File: src/rtl/core/fbsg_pkg.sv
// Package for the block-scaled FP4 matrix-vector unit: item types, sizes and decoders.
// Has no dependencies; fbsg_mac and the top level use it by scoped names.
`timescale 1ns / 1ps
`default_nettype none
package fbsg_pkg;

  localparam int ActDepth = 4096;
  localparam int ActAw = $clog2(ActDepth);
  localparam int BlkLen = 16;
  localparam int MaxBlocks = 256;

  // Input item kinds.
  localparam logic KIND_ACT = 1'b0;
  localparam logic KIND_WGT = 1'b1;

  typedef struct packed {
    logic        kind;
    logic [11:0] act_index;
    logic signed [15:0] act_value;
    logic [63:0] packed_weights;
    logic [7:0]  scale_code;
  } in_item_t;

  typedef struct packed {
    logic signed [63:0] row_sum;
    logic [15:0]        row_number;
  } out_item_t;

  // E2M1 code to a signed value in halves.
  function automatic logic signed [4:0] e2m1_halves(input logic [3:0] c);
    logic [3:0] mag;
    begin
      case (c[2:0])
        3'd0: mag = 4'd0;
        3'd1: mag = 4'd1;
        3'd2: mag = 4'd2;
        3'd3: mag = 4'd3;
        3'd4: mag = 4'd4;
        3'd5: mag = 4'd6;
        3'd6: mag = 4'd8;
        default: mag = 4'd12;
      endcase
      e2m1_halves = c[3] ? -$signed({1'b0, mag}) : $signed({1'b0, mag});
    end
  endfunction

  // E4M3 scale to a signed integer in units of 2^-9 (exponent 15 is normal).
  function automatic logic signed [18:0] e4m3_units(input logic [7:0] code);
    logic [17:0] mag;
    begin
      if (code[6:3] == 4'd0) mag = {15'd0, code[2:0]};
      else mag = 18'({1'b1, code[2:0]}) << (code[6:3] - 4'd1);
      e4m3_units = code[7] ? -$signed({1'b0, mag}) : $signed({1'b0, mag});
    end
  endfunction

endpackage
`default_nettype wire

File: src/rtl/core/fbsg_mac.sv
// Dot-product engine: one activation times one decoded weight per cycle while acc_en is high, then scale.
// Uses fbsg_pkg for the weight and scale decoders.
`timescale 1ns / 1ps
`default_nettype none
module fbsg_mac (
  input  wire               clk,
  input  wire               rst_n,
  input  wire               clr,       // start of a new block
  input  wire               acc_en,    // activation data valid this cycle
  input  wire [3:0]         nib,
  input  wire signed [15:0] act,
  input  wire               scale_en,  // multiply the finished dot by the scale
  input  wire [7:0]         scale_code,
  output logic signed [44:0] prod_r
);
  logic signed [25:0] dot_r, dot_nxt;
  logic signed [20:0] term;
  logic signed [44:0] prod_nxt;

  // Product of one weight and one activation, 21 bits signed.
  assign term = 21'(fbsg_pkg::e2m1_halves(nib)) * 21'(act);

  always_comb begin
    dot_nxt = clr ? 26'sd0 : dot_r;
    if (acc_en) dot_nxt = dot_nxt + 26'(term);
    prod_nxt = prod_r;
    if (scale_en) prod_nxt = 45'(dot_r) * 45'(fbsg_pkg::e4m3_units(scale_code));
  end

  always_ff @(posedge clk) begin
    if (!rst_n) begin
      dot_r <= '0;
      prod_r <= '0;
    end else begin
      dot_r <= dot_nxt;
      prod_r <= prod_nxt;
    end
  end
endmodule
`default_nettype wire

File: config.mk
export PLATFORM = sky130hd
export DESIGN_NAME = fbsg_mac
export DESIGN_NICKNAME = d
export VERILOG_FILES = /design/src/rtl/core/fbsg_pkg.sv /design/src/rtl/core/fbsg_mac.sv
export SDC_FILE = /design/constraint.sdc
export NUM_CORES = 2
export LEC_CHECK = 0
export ABC_AREA = 1
export BUFFER_PORTS_ARGS = -buffer_cell sky130_fd_sc_hd__clkbuf_2
export CORE_MARGIN = 4
export CORE_UTILIZATION = 40
export DETAILED_ROUTE_END_ITERATION = 10
export PLACE_DENSITY = 0.66
export SYNTH_ARGS = -nofsm -noshare
export SYNTH_HDL_FRONTEND = slang
export SYNTH_SLANG_ARGS = --single-unit
File: constraint.sdc
create_clock -name clk -period 9.6 [get_ports clk]
set_input_delay 0 -clock clk [delete_from_list [all_inputs] [get_ports clk]]
set_output_delay 0 -clock clk [all_outputs]
set_load 0.05 [all_outputs]
Word level (Yosys, flattened, before mapping)
Cells that the tools add are included.
Cells by class
  eq/ne operators: 6
  reductions and logical operators: 2
  multiply operators: 2
  multiplexer cells: 7
  add/subtract/negate cells: 4
  shift operators: 1
Operators with widths (count)
  $mux W26: 2
  $mul A26 B19 Y45: 1
  $mux W18: 2
  $pmux W4 S7: 1
  $add A26 B21 Y26: 1
  $mul A5 B16 Y21: 1
  $mux W19: 1
  $neg A18 Y19: 1
  $shl A4 B4 Y18: 1
  $eq A3 B3 Y1 const B: 3
  $eq A3 B2 Y1 const B: 2
  $mux W5: 1
  $neg A4 Y5: 1
  $logic_not A4 Y1: 1
  $sub A4 B1 Y4 const B: 1
  $eq A3 B1 Y1 const B: 1
  $logic_not A3 Y1: 1
Storage, ports and cells
  input bits: 33
  bits in registers: 71
  output and inout port bits: 45
  word-level logic and storage cells: 24

Logic depth before layout (Yosys ltp)
  word-level depth: 7
  mapped depth: 48
  mapped depth without buffers: 47

Least setup slack after synthesis
OpenSTA, ideal clock, no wires.
  path type: in2reg
  from: input scale_code[3]
  to: register prod_r[39]
  required time: 9485 ps
  cell stages on the path: 38
  setup time: 115 ps
  arrival time: 7304 ps
  slack: 2180 ps
  path buffers: 3
  cell sequence: inv_2 > ha_1 > buf_2 > nand3_1 > nor2_1 > a21boi_4 > clkbuf_1 > ha_1 > nand3_2 > nor2_1 > nand2_1 > nand2_1 > nand3_1 > nand2_2 > buf_2 > nand2_1 > fa_1 > inv_1 > (+2 left out) > fa_1 > inv_1 > fa_1 > fa_1 > fa_1 > inv_1 > fa_1 > inv_1 > ha_1 > a21oi_1 > a21boi_0 > o21ai_0 > o21ai_0 > nand3_1 > nand2_1 > nand2_1 > o21ai_0 > inv_1
On the way
  word-level cells in the longest chain between the ends: 7
  elaborated cells on any way between the ends: 8
  those cells by class: add/sub: 2; mul: 1; shift: 1; mux: 3; reduce/logical: 1
Ends and longest elaborated chain
  start: declaration: line fbsg_mac.sv:13  | input wire [7:0] scale_code,
  $sub A4 B1 Y4: line fbsg_pkg.sv:52  | else mag = 18'({1'b1, code[2:0]}) << (code[6:3] - 4'd1);
  $shl A4 B4 Y18: line fbsg_pkg.sv:52
  $mux W18 *: line fbsg_pkg.sv:51  | if (code[6:3] == 4'd0) mag = {15'd0, code[2:0]};
  $mux W18 *: line fbsg_mac.sv:27  | if (scale_en) prod_nxt = 45'(dot_r) * 45'(fbsg_pkg::e4m3_units(scale_code));
  $neg A18 Y19: line fbsg_pkg.sv:53  | e4m3_units = code[7] ? -$signed({1'b0, mag}) : $signed({1'b0, mag});
  $mux W19 *: line fbsg_pkg.sv:53
  $mul A26 B19 Y45 *: line fbsg_mac.sv:27
  end signal: assignment: line fbsg_mac.sv:36  | prod_r <= prod_nxt;
  end: declaration: line fbsg_mac.sv:14  | output logic signed [44:0] prod_r
Mark *: on every way between the ends. The rest lies on a longest branch, timed or not. The select of a mux whose other input is x is not followed.
A chain may end at the register's enable or synchronous reset.

Worst setup path after layout
  from: input scale_code[3]
  to: register prod_r[34]
The elaborated chain is that of the path after synthesis.

==> results.py <==
metrics = {
    "outcome": {
        "status": "finished clean",
    },
    "setup_path": {
        "endpoint_kind": "flip-flop",
        "critPathRequiredTime_ns": 9.86,
        "cp_slowest_stage_delay_ns": 0.67,
        "cpMaxStageDelayCell": "nand2_1",
        "crit_type": "in -> reg",
        "crit_fanout": 22,
        "cp.arrival_ns": 8.56,
        "cp-start-kind": "input pin",
    },
    "finish": {
        "fin_nets": 4156,
        "diodes": 0,
        "layout-drive-gt1-share_pct": 5.753,
        "synthToLayoutAreaGrowth_pct": 5.497,
    },
    "timing": {
        "fin_crit_sh_pct": 86.38,
        "fin_setup_tns_ns": 0,
        "min_period_ns": 8.292,
        "skew_ns": 0.02426,
        "fmaxAchievable_ghz": 0.1206,
        "hold_viol": 0,
        "grt_setup_unrepaired": "no",
        "relSlewSlack_pct": 20.68,
        "setup_viol": 0,
        "worst_pin_slew_ns": 1.182,
        "drv_slew": 0,
    },
    "synthesis": {
        "synth_cells": 3367,
        "ys_types": 51,
        "yosysMostFrequentCell": "inv_1",
        "yosys_warnings": 0,
        "async_flop_share_pct": 0,
        "synth_seq_cells": 71,
        "ys.flop_type": "dfxtp_1",
        "syn-cell-area_um2": 26040,
        "synth_top_area_cell": "fa_1",
        "ys_seq_area_share_pct": 5.459,
        "synth-edff-count": 0,
        "syn_nets": 4156,
        "synth_top_area_share_pct": 43.98,
        "synth.avg_cell_area_um2": 7.733,
        "synth_common_cells": "inv_1 (820), nand2_1 (603), fa_1 (572), nor2_1 (429), ha_1 (184)",
        "yosys-top-cells-area": "fa_1 (44%), inv_1 (12%), ha_1 (8.8%)",
    },
    "clock_tree": {
        "cts_setup_buffers": 0,
        "clk-insertion-delay-late_ns": 0.38,
        "clk_pin_slew_ns": 0.08,
        "cts.root.buffer_cell": "clkbuf_16",
        "htree_levels": 3,
        "cts_tree": "done",
        "clockBufferDepth": 2,
        "cts_resized": 0,
        "clock-sinks": 71,
        "cts-buffers-inserted": 9,
        "hold_buffers": 0,
    },
    "grt": {
        "grt_use_total_pct": 21.27,
        "grt_pass1_vias": 21609,
        "grt_overflow_total": 0,
        "antenna_found_initial": 0,
        "grt_max_degree": 65,
        "grt_pass1_wl_mm": 117.1,
    },
    "die": {
        "die_w_um": 263.1,
        "io_pins": 78,
        "die_area_um2": 69240,
        "start_util_pct": 40.39,
        "rows": 93,
        "coreArea_um2": 64460,
        "chipHeight_um": 263.1,
    },
    "drt": {
        "drt_first_pass_iters": 6,
        "wirelength_mm": 73.47,
        "vias_per_cell": 5.087,
        "vias": 21503,
        "drtIter0Drc": 1611,
        "routedWlPerCell_um": 17.38,
        "antenna_left": 0,
        "post-route-drc-count": 0,
    },
    "placed_design": {
        "io_buffers": 77,
        "dp.final_hpwl_mm": 62.80,
        "place_congestion": 0.9835,
    },
    "hold_path": {
        "hp-class": "in -> reg",
    },
    "run": {
        "cap_violations": 0,
    },
}
==> routing by layer <==
layer / vias up / share of wire (%) / routed length [um] / GRT usage (%)
li1: 9885 / - / - / -
met3: 169 / 8.5 / 6238 / 4.561
met5: - / 0 / 0 / 0
met4: 0 / 4.7 / 3474 / 8.827
met1: 10631 / 39 / 28850 / 27.48
met2: 818 / 48 / 34910 / 34.86
==> flip-flops by register name, indices dropped and copies added (netlist names) <==
register,cells
prod_r,45
dot_r,26
==> area by class of cell <==
type | instances | area [um2]
Clock buffer | 10 | 239.0
Inverter | 835 | 3142
Fill cell | 6635 | 37000
Sequential cell | 71 | 1421
Clock inverter | 6 | 67.56
Multi-Input combinational cell | 2348 | 20960
Timing Repair Buffer | 102 | 573.1
Tap cell | 855 | 1070
==> stage by stage <==
| step | instance area, um2 | util, % | hold WS, ns | std cells | setup WS (ns) |
|---|---|---|---|---|---|
| floorplan | 26040 | - | 0.1384 | 3367 | 2.180 |
| global placement | 27160 | 42.14 | 0.4816 | 4211 | 1.118 |
| detailed placement | 27160 | 42.14 | 0.4868 | 4211 | 1.089 |
| CTS | 27470 | 42.61 | 0.1513 | 4227 | 1.479 |
| global route | 27470 | 42.61 | 0.1780 | 4227 | 0.7680 |
| finish | 27470 | 42.61 | 0.1664 | 4227 | 1.308 |
==> layout by cell type (no fill, tap or decap), types with 3 or more instances in the layout <==
master,Yosys,layout
a211oi_1,4,4
a21boi_0,4,4
a21o_1,5,5
a21oi_1,129,129
a31oi_1,5,5
and3_1,3,3
buf_4,9,25
clkbuf_16,0,9
clkbuf_2,0,77
clkinv_1,4,4
dfxtp_1,71,71
fa_1,572,572
ha_1,184,184
inv_1,820,820
inv_2,8,8
inv_4,3,3
nand2_1,603,603
nand2_2,21,21
nand2_4,5,5
nand3_1,123,123
nand3_2,5,5
nand4_1,15,15
nor2_1,429,429
nor2_2,21,21
nor2_4,4,4
nor3_1,13,13
nor4_1,3,3
o211ai_1,8,8
o21ai_0,118,118
o21bai_1,9,9
xnor2_1,22,22
xor2_1,22,22
==> cell families (layout without fill, tap and decap cells) <==
kind of cell	after synthesis	after routing	synth area share (%)
compound gates	294	294	6.137
xor+xnor	45	45	1.586
fa+ha+maj	756	756	52.82
buf+inv	948	953	14.06
flops	71	71	5.459
simple gates	1253	1253	19.94
==> worst max-delay path: cells and delay by family <==
family          cells  cell delay (ns)
fa+ha+maj           9             4.12
simple gates       14             2.83
buf+inv             9             0.80
compound gates      3             0.76
==> path summary, 6_finish.rpt <==
check	slack, ns	from	cells after the start	to
worst min-delay path	0.17	rst_n	4	dot_r[15]$_SDFF_PN0_
worst min register to register	0.50	prod_r[2]$_SDFFE_PN0P_	2	prod_r[2]$_SDFFE_PN0P_
worst max register to register	2.22	dot_r[7]$_SDFF_PN0_	23	prod_r[34]$_SDFFE_PN0P_
worst max-delay path	1.31	scale_code[3]	35	prod_r[34]$_SDFFE_PN0P_
Power is left out: the tool's default activity adds up to more than one toggle a clock period on the data nets, which glitch-free logic cannot reach.
